===== config.mk =====
export PLATFORM = sky130hd
export DESIGN_NAME = aging_priority_scheduler_core
export DESIGN_NICKNAME = d
export VERILOG_FILES = /design/src/design/asp_pkg.sv /design/src/design/aging_priority_scheduler_core.sv
export SDC_FILE = /design/constraint.sdc
export NUM_CORES = 1
export LEC_CHECK = 0
export BUFFER_PORTS_ARGS = -buffer_cell sky130_fd_sc_hd__buf_2
export CAP_MARGIN = 20
export CORE_ASPECT_RATIO = 0.9
export CORE_MARGIN = 5
export CORE_UTILIZATION = 35
export DETAILED_ROUTE_END_ITERATION = 12
export GPL_TIMING_DRIVEN = 0
export PLACE_DENSITY_LB_ADDON = 0.15
export SYNTH_ARGS = -nofsm -noshare
export SYNTH_HDL_FRONTEND = slang
export SYNTH_SLANG_ARGS = --single-unit

===== constraint.sdc =====
create_clock -name clk -period 7 [get_ports clk]
set_input_delay 1.05 -clock clk [delete_from_list [all_inputs] [get_ports clk]]
set_output_delay 1.05 -clock clk [all_outputs]
set_load 0.01 [all_outputs]

===== src/design/asp_pkg.sv =====
// shared types, constants and helpers for the aging priority scheduler
package asp_pkg;

	localparam int MAX_PROCS = 16;
	localparam int IDX_W     = $clog2(MAX_PROCS);
	localparam int CNT_W     = $clog2(MAX_PROCS + 1);
	localparam int SUM_W     = IDX_W + 1;

	typedef logic [IDX_W-1:0] idx_t;
	typedef logic [CNT_W-1:0] cnt_t;

	typedef struct packed {
		logic [7:0]        id;
		logic signed [7:0] prio;
		logic [7:0]        need;
		logic [7:0]        runs;
	} entry_t;

	typedef enum logic {
		CMD_ADD  = 1'b0,
		CMD_TICK = 1'b1
	} cmd_t;

	typedef enum logic [2:0] {
		ST_ADDED    = 3'd0,
		ST_REQUEUED = 3'd1,
		ST_FINISHED = 3'd2,
		ST_IDLE     = 3'd3,
		ST_REJECTED = 3'd4
	} status_t;

	typedef enum logic [1:0] {
		S_IDLE,
		S_HEAD,
		S_WALK,
		S_DONE
	} state_t;

	// circular slot address of logical position off behind base
	function automatic idx_t wrap_add(idx_t base, cnt_t off);
		logic [SUM_W-1:0] s;
		s = {1'b0, base} + SUM_W'(off);
		if (s >= SUM_W'(MAX_PROCS)) begin
			s = s - SUM_W'(MAX_PROCS);
		end
		return s[IDX_W-1:0];
	endfunction

	function automatic logic signed [7:0] age_prio(logic signed [7:0] p);
		return (p == -8'sd128) ? p : p - 8'sd1;
	endfunction

endpackage


===== src/design/aging_priority_scheduler_core.sv =====
// aging priority scheduler: circular slot memory walked by one compare-and-move unit
// an add walks from the tail through the queued entries of lower priority, moving each up one slot
// a requeuing tick first takes the head off, then walks it back in with its aged priority; a finishing
// tick only takes the head off; idle and rejects go straight to the result; one slot move per cycle
// the next item is taken once the result has entered the output register
// reset clears state, head pointer, occupancy and output valid; slots stay undefined
module aging_priority_scheduler_core
	import asp_pkg::*;
(
	input  logic              clk,
	input  logic              arst_n,
	input  logic              in_valid,
	output logic              in_ready,
	input  logic              cmd,
	input  logic [7:0]        proc_id,
	input  logic signed [7:0] priority_req,
	input  logic [7:0]        need_time,
	output logic              out_valid,
	input  logic              out_ready,
	output logic [2:0]        status,
	output logic [7:0]        run_id,
	output logic signed [7:0] run_priority,
	output logic [7:0]        run_count,
	output logic [4:0]        queue_len
);

	state_t state_q, state_d;
	idx_t   head_q;
	cnt_t   occ_q;
	cnt_t   k_q;
	entry_t ins_q;

	status_t           res_status_q;
	logic [7:0]        res_id_q;
	logic signed [7:0] res_prio_q;
	logic [7:0]        res_count_q;

	logic              out_valid_q;
	status_t           out_status_q;
	logic [7:0]        out_id_q;
	logic signed [7:0] out_prio_q;
	logic [7:0]        out_count_q;
	logic [4:0]        out_len_q;

	entry_t mem [MAX_PROCS];
	entry_t rd_data_q;
	logic   rd_en, wr_en;
	idx_t   rd_addr, wr_addr;
	entry_t wr_data;

	logic       accept;
	logic       is_tick;
	logic       add_ok;
	logic [7:0] head_runs;
	logic       head_done;
	logic       shift;
	logic       out_free;

	assign in_ready  = (state_q == S_IDLE);
	assign accept    = in_valid && in_ready;
	assign is_tick   = (cmd_t'(cmd) == CMD_TICK);
	assign add_ok    = (need_time != 8'd0) && (occ_q != cnt_t'(MAX_PROCS));
	assign head_runs = rd_data_q.runs + 8'd1;
	assign head_done = (head_runs == rd_data_q.need);
	// the shared unit: move the entry up one slot while it ranks below the new one
	assign shift     = (k_q != '0) && ($signed(rd_data_q.prio) < $signed(ins_q.prio));
	assign out_free  = !out_valid_q || out_ready;

	always_comb begin
		state_d = state_q;
		unique case (state_q)
			S_IDLE: begin
				if (accept) begin
					if (is_tick) begin
						state_d = (occ_q != '0) ? S_HEAD : S_DONE;
					end else begin
						state_d = add_ok ? S_WALK : S_DONE;
					end
				end
			end
			S_HEAD: state_d = head_done ? S_DONE : S_WALK;
			S_WALK: state_d = shift ? S_WALK : S_DONE;
			S_DONE: state_d = out_free ? S_IDLE : S_DONE;
			default: state_d = S_IDLE;
		endcase
	end

	always_comb begin
		rd_en   = 1'b0;
		rd_addr = '0;
		wr_en   = 1'b0;
		wr_addr = '0;
		wr_data = ins_q;
		unique case (state_q)
			S_IDLE: begin
				if (accept && occ_q != '0) begin
					if (is_tick) begin
						rd_en   = 1'b1;
						rd_addr = head_q;
					end else if (add_ok) begin
						rd_en   = 1'b1;
						rd_addr = wrap_add(head_q, occ_q - cnt_t'(1));
					end
				end
			end
			S_HEAD: begin
				// tail of the queue before the head leaves
				if (!head_done && occ_q > cnt_t'(1)) begin
					rd_en   = 1'b1;
					rd_addr = wrap_add(head_q, occ_q - cnt_t'(1));
				end
			end
			S_WALK: begin
				wr_en   = 1'b1;
				wr_addr = wrap_add(head_q, k_q);
				wr_data = shift ? rd_data_q : ins_q;
				if (shift && k_q >= cnt_t'(2)) begin
					rd_en   = 1'b1;
					rd_addr = wrap_add(head_q, k_q - cnt_t'(2));
				end
			end
			S_DONE: begin
			end
			default: begin
			end
		endcase
	end

	always_ff @(posedge clk) begin
		if (wr_en) begin
			mem[wr_addr] <= wr_data;
		end
		if (rd_en) begin
			rd_data_q <= mem[rd_addr];
		end
	end

	always_ff @(posedge clk or negedge arst_n) begin
		if (!arst_n) begin
			state_q     <= S_IDLE;
			head_q      <= '0;
			occ_q       <= '0;
			out_valid_q <= 1'b0;
		end else begin
			state_q <= state_d;
			if (state_q == S_HEAD) begin
				head_q <= wrap_add(head_q, cnt_t'(1));
				occ_q  <= occ_q - cnt_t'(1);
			end
			if (state_q == S_WALK && !shift) begin
				occ_q <= occ_q + cnt_t'(1);
			end
			if (state_q == S_DONE && out_free) begin
				out_valid_q <= 1'b1;
			end else if (out_ready) begin
				out_valid_q <= 1'b0;
			end
		end
	end

	always_ff @(posedge clk) begin
		unique case (state_q)
			S_IDLE: begin
				if (accept) begin
					k_q   <= occ_q;
					ins_q <= '{id: proc_id, prio: priority_req, need: need_time, runs: 8'd0};
					if (is_tick) begin
						res_status_q <= ST_IDLE;
						res_id_q     <= 8'd0;
						res_prio_q   <= 8'sd0;
						res_count_q  <= 8'd0;
					end else begin
						res_status_q <= add_ok ? ST_ADDED : ST_REJECTED;
						res_id_q     <= proc_id;
						res_prio_q   <= priority_req;
						res_count_q  <= 8'd0;
					end
				end
			end
			S_HEAD: begin
				res_status_q <= head_done ? ST_FINISHED : ST_REQUEUED;
				res_id_q     <= rd_data_q.id;
				res_prio_q   <= rd_data_q.prio;
				res_count_q  <= head_runs;
				k_q          <= occ_q - cnt_t'(1);
				ins_q        <= '{id: rd_data_q.id, prio: age_prio(rd_data_q.prio),
				                  need: rd_data_q.need, runs: head_runs};
			end
			S_WALK: begin
				if (shift) begin
					k_q <= k_q - cnt_t'(1);
				end
			end
			S_DONE: begin
				if (out_free) begin
					out_status_q <= res_status_q;
					out_id_q     <= res_id_q;
					out_prio_q   <= res_prio_q;
					out_count_q  <= res_count_q;
					out_len_q    <= 5'(occ_q);
				end
			end
			default: begin
			end
		endcase
	end

	assign out_valid    = out_valid_q;
	assign status       = out_status_q;
	assign run_id       = out_id_q;
	assign run_priority = out_prio_q;
	assign run_count    = out_count_q;
	assign queue_len    = out_len_q;

endmodule


-- Word level (Yosys, flattened, before mapping)
Memories as Yosys holds them, arrays and structs flattened. A register that Yosys moved wholly into a read port is not among the register bits.
Cells that the tools add are included.
- register bits: 108
- memory bits (writable): 512
- logic and storage cells: 124
- memories kept: 1
- memories (name ; depth ; width ; rd ports ; clocked after Yosys merged registers in ; write ports ; RTL line ; source):
    mem ; 16 ; 32 ; 1 ; 1 ; 1 ; aging_priority_scheduler_core.sv:45 ; entry_t mem [MAX_PROCS];
- add/subtract/negate cells: 14
- magnitude comparators: 7
- equality and inequality tests: 8
- mux-type cells: 53
- reductions and logical operators: 23
- operators with widths (kind ; count):
    32-bit 2-to-1 mux ; 3
    32-bit case mux with 2 select lines ; 1
    8-bit 2-to-1 mux ; 6
    8-bit case mux with 2 select lines ; 3
    4-bit 2-to-1 mux ; 10
    5-bit >= comparator (second input constant) ; 4
    5-bit 2-to-1 mux ; 4
    4-bit by 1-bit subtractor with 4-bit output (second input constant) ; 4
    4-bit by 5-bit adder with 5-bit output ; 3
    5-bit case mux with 3 select lines ; 1
    1-bit 2-to-1 mux ; 13
    4-bit case mux with 3 select lines ; 1
    2-bit 2-to-1 mux ; 5
    5-bit nonzero test ; 2
    5-bit by 1-bit subtractor with 5-bit output (second input constant) ; 2
    3-bit 2-to-1 mux ; 3
    8-bit by 1-bit adder with 8-bit output (second input constant) ; 1
    8-bit == test ; 1
    8-bit == test (second input constant) ; 1
    1-bit logical AND ; 8
    8-bit less-than comparator ; 1
    2-bit case mux with 4 select lines ; 1
    8-bit nonzero test ; 1
    8-bit by 2-bit subtractor with 8-bit output (second input constant) ; 1
    19 further kinds ; 25

-- Depth between registers and ports, before layout
Gate-level depths: netlist (run 1).
- depth after elaboration: 8
- depth in mapped cells: 13

-- Worst setup path after synthesis (run 1)
No wires, ideal clock.
- path type: reg-to-reg
- start: register state_q[1]
- end: register ins_q[0] (netlist name), enable pin
- setup time: 0.530 ns
- arrival: 4.392 ns
- setup slack: 2.078 ns
- cell stages (with the launch flop): 5
- buffers on the path: 0
- path through: dfrtp_1 inv_1 ha_1 inv_1 o21ai_0
- cells in the longest elaborated chain, start to end: 4
- elaborated cells between the ends (all ways): 6
- ends and longest elaborated chain (element ; RTL line ; source):
    start: declaration ; aging_priority_scheduler_core.sv:27 ; state_t state_q, state_d;
    start signal: assignment ; aging_priority_scheduler_core.sv:145 ; state_q <= state_d;
    2-bit logical NOT ; aging_priority_scheduler_core.sv:59, aging_priority_scheduler_core.sv:162 ;
    1-bit logical AND ; aging_priority_scheduler_core.sv:60 ; assign accept = in_valid && in_ready;
    2-bit by 1-bit inequality test with 1-bit output (no line) ; n/a ;
    2-bit AND reduction (no line) (*) ; n/a ;
    end signal: assignment ; aging_priority_scheduler_core.sv:166 ; ins_q <= '{id: proc_id, prio: priority_req, need: need_time, runs: 8'd0};
    end signal: assignment ; aging_priority_scheduler_core.sv:186 ; ins_q <= '{id: rd_data_q.id, prio: age_prio(rd_data_q.prio),
    end: declaration ; aging_priority_scheduler_core.sv:31 ; entry_t ins_q;
Mark *: on every way between the ends. The rest lies on a longest branch, timed or not.
A chain may end at the register's enable or synchronous reset.

-- Worst setup path after layout (run 1)
- start: register occ_q[0]
- end: register, netlist name rd_data_q[23]
- cells in the longest elaborated chain, start to end: 8
- elaborated cells between the ends (all ways): 21
- ends and longest elaborated chain (element ; RTL line ; source):
    start: declaration ; aging_priority_scheduler_core.sv:29 ; cnt_t occ_q;
    start signal: assignment ; aging_priority_scheduler_core.sv:148 ; occ_q <= occ_q - cnt_t'(1);
    start signal: assignment ; aging_priority_scheduler_core.sv:151 ; occ_q <= occ_q + cnt_t'(1);
    5-bit by 1-bit subtractor with 5-bit output ; aging_priority_scheduler_core.sv:102, aging_priority_scheduler_core.sv:110 ;
    4-bit by 5-bit adder with 5-bit output ; asp_pkg.sv:42 ; s = {1'b0, base} + SUM_W'(off);
    4-bit by 1-bit subtractor with 4-bit output / 5-bit >= comparator (equally long branches) ; asp_pkg.sv:44, asp_pkg.sv:43 ;
    4-bit 2-to-1 mux ; asp_pkg.sv:43 ; if (s >= SUM_W'(MAX_PROCS)) begin
    4-bit 2-to-1 mux ; aging_priority_scheduler_core.sv:100 ; end else if (add_ok) begin
    4-bit 2-to-1 mux ; aging_priority_scheduler_core.sv:97 ; if (is_tick) begin
    4-bit 2-to-1 mux ; aging_priority_scheduler_core.sv:96 ; if (accept && occ_q != '0) begin
    4-bit case mux with 3 select lines ; aging_priority_scheduler_core.sv:94 ; unique case (state_q)
Parallel ways exist; a longest one is shown, timed or not.

==> reports/results.ini, run 1 <==
[drt]
dr.pass1.iters = 5
drc = 0
vias_per_cell = 5.522
routed_wl_um = 84690
drt_iter0_markers = 1781
wl_per_cell_um = 27.02
via_count = 17312
ant_nets = 0

[cts]
cts_inserted_buffers = 71
clk_path_buf_depth = 3
postCtsHoldBufs = 0
cts-htree-levels = 3
root_buffer = clkbuf_16
cts.sinks = 644
post_cts.repair.setup_buffers = 0
cts_tree = done
cts_resized = 0
worstSkewPairLatency_ns = 0.61
clk_pin_slew_ns = 0.06

[worst_setup_path]
reg2reg_from = occ_q[0]
worst_ep_arrival_time_ns = 5.55
startpoint_type = register
critPathCaptureType = register
r2r_slack_ns = 1.82
path_class = reg -> reg
setup.worst_path.end = rd_data_q[23]
worstPathRequired_ns = 7.37
reg2reg_depth = 11
reg2reg_to = rd_data_q[23]
critPathMaxFanout = 10
cp-startpoint = occ_q[0]

[die]
fp.coreArea_mm2 = 0.07627
fp.dieW_um = 302.5
io_pins = 63
dieArea_mm2 = 0.08268
die_y_um = 273.3
start_util = 0.3534
row_count = 96

[sta]
tns_ns = 0
clock-skew-final_ns = 0.02342
fmax_mhz = 193.0
hold_violations = 0
tightest_slew_ns = 1.199
slew_headroom = 0.1980
slew_viol_final = 0
setup_violations = 0
fin_crit_sh = 0.7402
min_period_ns = 5.182
rsz0062_at_grt = no

[global_routing]
grt_pass1_wl_um = 121600
grt_overflow = 0
antenna_found_initial = 3
grt_pass1_vias = 16862
groute.usage.overall = 0.2021
grt_max_degree = 28

[synth]
async_reset_ff_frac = 0.01863
yosys_warnings = 0
yosysSeqAreaShare = 0.7152
synth_compound_area_frac = 0.1134
ys_top_cells_by_area = edfxtp_1, o21ai_0, nand2_1, a21o_1, nand3_1
yosys.area.top_type = edfxtp_1
synth.area.mux_share = 0.03193
postSynthCellCount = 1890
synth_area_per_cell_um2 = 14.26
synth-adder-area-share = 0.01569
ys_types = 64
synth_top_family_by_area = compound AO/OA/AOI/OAI gates
yosys.area_share.simple = 0.08633
synth-main-ff-cell = edfxtp_1
ys_ff_latch = 644
synth_edf_count = 632
yosysTopAreaCellShare = 0.7040
synth_xor_xnor_area_share = 0.01253
synth_area_mm2 = 0.02696
syn_nets = 1951

[finish]
nNetsFinal = 2113
fill_cells = 6973
area_growth_pct = 16.31
final_common_cell = edfxtp_1
seqCellArea_mm2 = 0.01928
drive_gt1_frac = 0.1496
final_cell_mix = edfxtp_1, nand2_1, o21ai_0
multi_input_area_mm2 = 0.007159
num_antenna_cells = 0

[placement]
gp_congestion = 0.8464
hpwlAfterDp_um = 57480
port_buffers = 62

[run]
drv_cap = 0

[hold_path]
hold_class = in -> async

[outcome]
status = complete, no violations

==> cells in the mapped netlist, drive strengths merged, types with 5 or more instances <==
library cell and count:
buf 59, mux2i 32, mux2 48, nor2 41, edfxtp 632, dfrtp 12
xor2 14, a21o 99, a21oi 9, a22o 14, xnor2 22, and2 5
ha 29, a32o 32, nand3 108, inv 31, nor3 10, a41oi 34
o2111ai 33, nand4 68, nand2b 11, nand2 231, clkbuf 70, o21ai 181
==> worst max-delay path, stage by stage, from the launching register on <==
cell and delay [ns]:
dfrtp_1 0.50, inv_1 0.21, ha_1 0.34, nor3b_2 0.22
a221oi_1 0.76, a21o_1 0.32, o31a_1 0.27, a221oi_2 0.09
nor2_1 0.92, clkbuf_1 0.64, a41oi_1 0.36, a32o_1 0.31
==> per-stage QoR <==
step	setup slack (ns)	instances	hold WS, ns	util	cell area, um2
final	1.818	3135	0.3298	0.4111	31350
after global routing	1.668	3135	0.3360	0.4111	31350
after CTS	1.932	3134	0.3147	0.4110	31350
after detailed placement	1.770	3007	0.4057	0.3829	29200
after global placement	-1.890	2981	0.4015	0.3744	28550
after floorplan	2.078	1890	0.4003	-	26960
==> kinds of logic (layout without fill, tap and decap cells) <==
group                    count (synthesis)  after routing
AO/OA/AOI/OAI                          438            438
adder cells (fa/ha/maj)                 32             32
AND/OR/NAND/NOR                        499            499
XOR/XNOR                                37             37
buffers and inverters                  160            376
flip-flops                             644            644
multiplexers                            80             80
==> worst min-delay path by stage <==
stage / depth (start not counted) / to / slack (ns)
6_report: 1 / state_q[1] / 0.33
2_1_floorplan: 0 / run_id[0] / 0.40
3_5_place_dp: 0 / run_id[4] / 0.41
5_1_grt: 1 / head_q[1] / 0.34
3_3_place_gp: 0 / run_id[5] / 0.40
4_1_cts: 1 / state_q[1] / 0.31
==> state kept, by name, summed over array words and instances (netlist names) <==
name / count
out_valid: 1
occ_q: 5
run_count: 8
res_status_q: 3
ins_q: 32
run_priority: 8
rd_data_q: 32
res_prio_q: 8
res_id_q: 8
status: 3
head_q: 4
state_q: 2
k_q: 5
mem: 512
queue_len: 5
run_id: 8
==> layout make-up <==
class	instances	share of cell area
sequential	644	0.6149
multi-input combinational	1086	0.2284
timing repair buffer	89	0.02586
inverter	31	0.003711
tap	1029	0.04106
clock buffer	88	0.05938
clock inverter	39	0.008979
buffer	129	0.01776
==> per-layer routing <==
layer,global-route usage,vias to the layer above,part of all wire,routed length (um)
met5,0,-,0,0
met4,0.05813,0,0.026,2164
met3,0.03418,113,0.070,5898
met2,0.3060,640,0.45,37770
met1,0.3005,8897,0.46,38860
li1,-,7662,-,-
Power of run 1 is left out: the tool's default activity adds up to more than one toggle a clock period on the data nets, which glitch-free logic cannot reach.
==> run 2: changes to the inputs <==
- clock period: 7 -> 4.61 ns (I/O delays scaled with it)
==> reports/results.ini, run 2 (same netlist as run 1, synthesis figures left out) <==
[die]
row_count = 96
fp.dieW_um = 302.5
dieArea_mm2 = 0.08268
io_pins = 63
start_util = 0.3534
fp.coreArea_mm2 = 0.07627
die_y_um = 273.3

[finish]
largest_reg_flops = 512
nNetsFinal = 2116
largestRegisters = mem x512, ins_q x32, rd_data_q x32
num_antenna_cells = 0
final_cell_mix = edfxtp_1, nand2_1, o21ai_0
top_register = mem
post-route-util = 0.4149
final_common_cell = edfxtp_1
area_growth_pct = 17.39
drive_gt1_frac = 0.1645

[drt]
drc = 0
dr.pass1.iters = 5
drt_iter0_markers = 1766
routed_wl_um = 81540
wl_per_cell_um = 25.99
vias_per_cell = 5.472
ant_nets = 0
via_count = 17170

[sta]
setup_violations = 0
min_period_ns = 4.446
tightest_slew_ns = 0.9897
slew_headroom = 0.3402
clock-skew-final_ns = 0.02428
slew_viol_final = 0
fin_crit_sh = 0.9643
rsz0062_at_grt = no
hold_violations = 0
worst_slack_ns = 0.1644
fmax_mhz = 224.9

[worst_setup_path]
reg2reg_from = occ_q[0]
worstPathRequired_ns = 4.94
cp_slowest_cell = dfrtp_1
crit_family = compound AO/OA/AOI/OAI gates
crit_buf_inv = 3
worst_path_largest_cell_delay_ns = 0.49
worst_ep_arrival_time_ns = 4.77
critical_path.most_common_cell = a221oi_2
critPathCaptureType = register
path_class = reg -> reg
r2r_slack_ns = 0.16
critPathMaxFanout = 10
cp-startpoint = occ_q[0]
startpoint_type = register
path_cells = inv_1 -> ha_1 -> nor3b_2 -> a221oi_2 -> a211o_1 -> o31a_1 -> a221oi_2 -> or2_1 -> clkbuf_4 -> buf_2 -> nand4_1 -> a32o_1

[global_routing]
grt.busiest_layer = met2
grt_pass1_vias = 17071
met2_usage = 0.2955
grt_overflow = 0
groute.usage.overall = 0.1939
antenna_found_initial = 3
grt_pass1_wl_um = 117700
use_met3 = 0.04005
grtUsageMet1 = 0.2816
grt_max_degree = 33

[placement]
port_buffers = 62
preCtsSetupSlack_ns = -0.6456
gp_congestion = 0.8400
hpwlAfterDp_um = 56220

[cts]
cts_tree = done
cts_inserted_buffers = 73
cts-htree-levels = 3
root_buffer = clkbuf_16
clk_path_buf_depth = 3
worstSkewPairLatency_ns = 0.62
clk_pin_slew_ns = 0.06
cts.sinks = 644

[run]
drv_cap = 0

[hold_path]
hold_class = in -> reg
hold_start = out_ready

[outcome]
status = complete, no violations

[run 2: final cells by class]
class	count	area, um2
fillers	6970	44630
clock buffers	88	1947
well taps	1029	1287
repair buffers	91	800.8
flip-flops and latches	644	19280
multi-input cells	1086	7206
plain buffers	128	570.5
clock inverters	41	439.2
inverters	31	116.4
[run 2: worst register-to-register path, cell delays in order, from the launching register on]
cell and delay (ns):
dfrtp_1 0.49, inv_1 0.27, ha_1 0.36, nor3b_2 0.38, a221oi_2 0.16, a211o_1 0.38, o31a_1 0.33, a221oi_2 0.36
or2_1 0.15, clkbuf_4 0.31, buf_2 0.34, nand4_1 0.25, a32o_1 0.37
[run 2: routing by layer]
layer	vias to the layer above	share of wire
met1	8757	0.45
met2	616	0.45
met5	-	0
met3	141	0.072
met4	0	0.026
li1	7656	-
[run 2: metrics by stage]
stage | hold WS (ns) | instances | setup TNS (ns) | area (um2)
floorplan | 0.3959 | 1890 | 0 | 26960
global placement | 0.4011 | 2981 | -307.89 | 28550
detailed placement | 0.4045 | 3006 | -17.25 | 29160
CTS | 0.3286 | 3138 | -0.009549 | 31600
global route | 0.3528 | 3138 | 0 | 31650
finish | 0.3665 | 3138 | 0 | 31650
[run 2: path summary, 6_finish.rpt]
kind                              endpoint  cells past startpoint
hold / removal                   out_valid                      3
max in group asynchronous        head_q[0]                      2
setup reg to reg              rd_data_q[7]                     12
hold reg to reg            run_priority[6]                      0
setup / recovery              rd_data_q[7]                     12
min in group asynchronous        head_q[2]                      2
[run 2: repair_timing]
action,4_1_cts,5_1_grt
pin swaps,1,0
hold buffers,1,0
setup endpoints to repair,31,31
setup buffers,2,0
hold endpoints to repair,12,0
resized for setup,8,21
Power of run 2 is left out for the same reason.
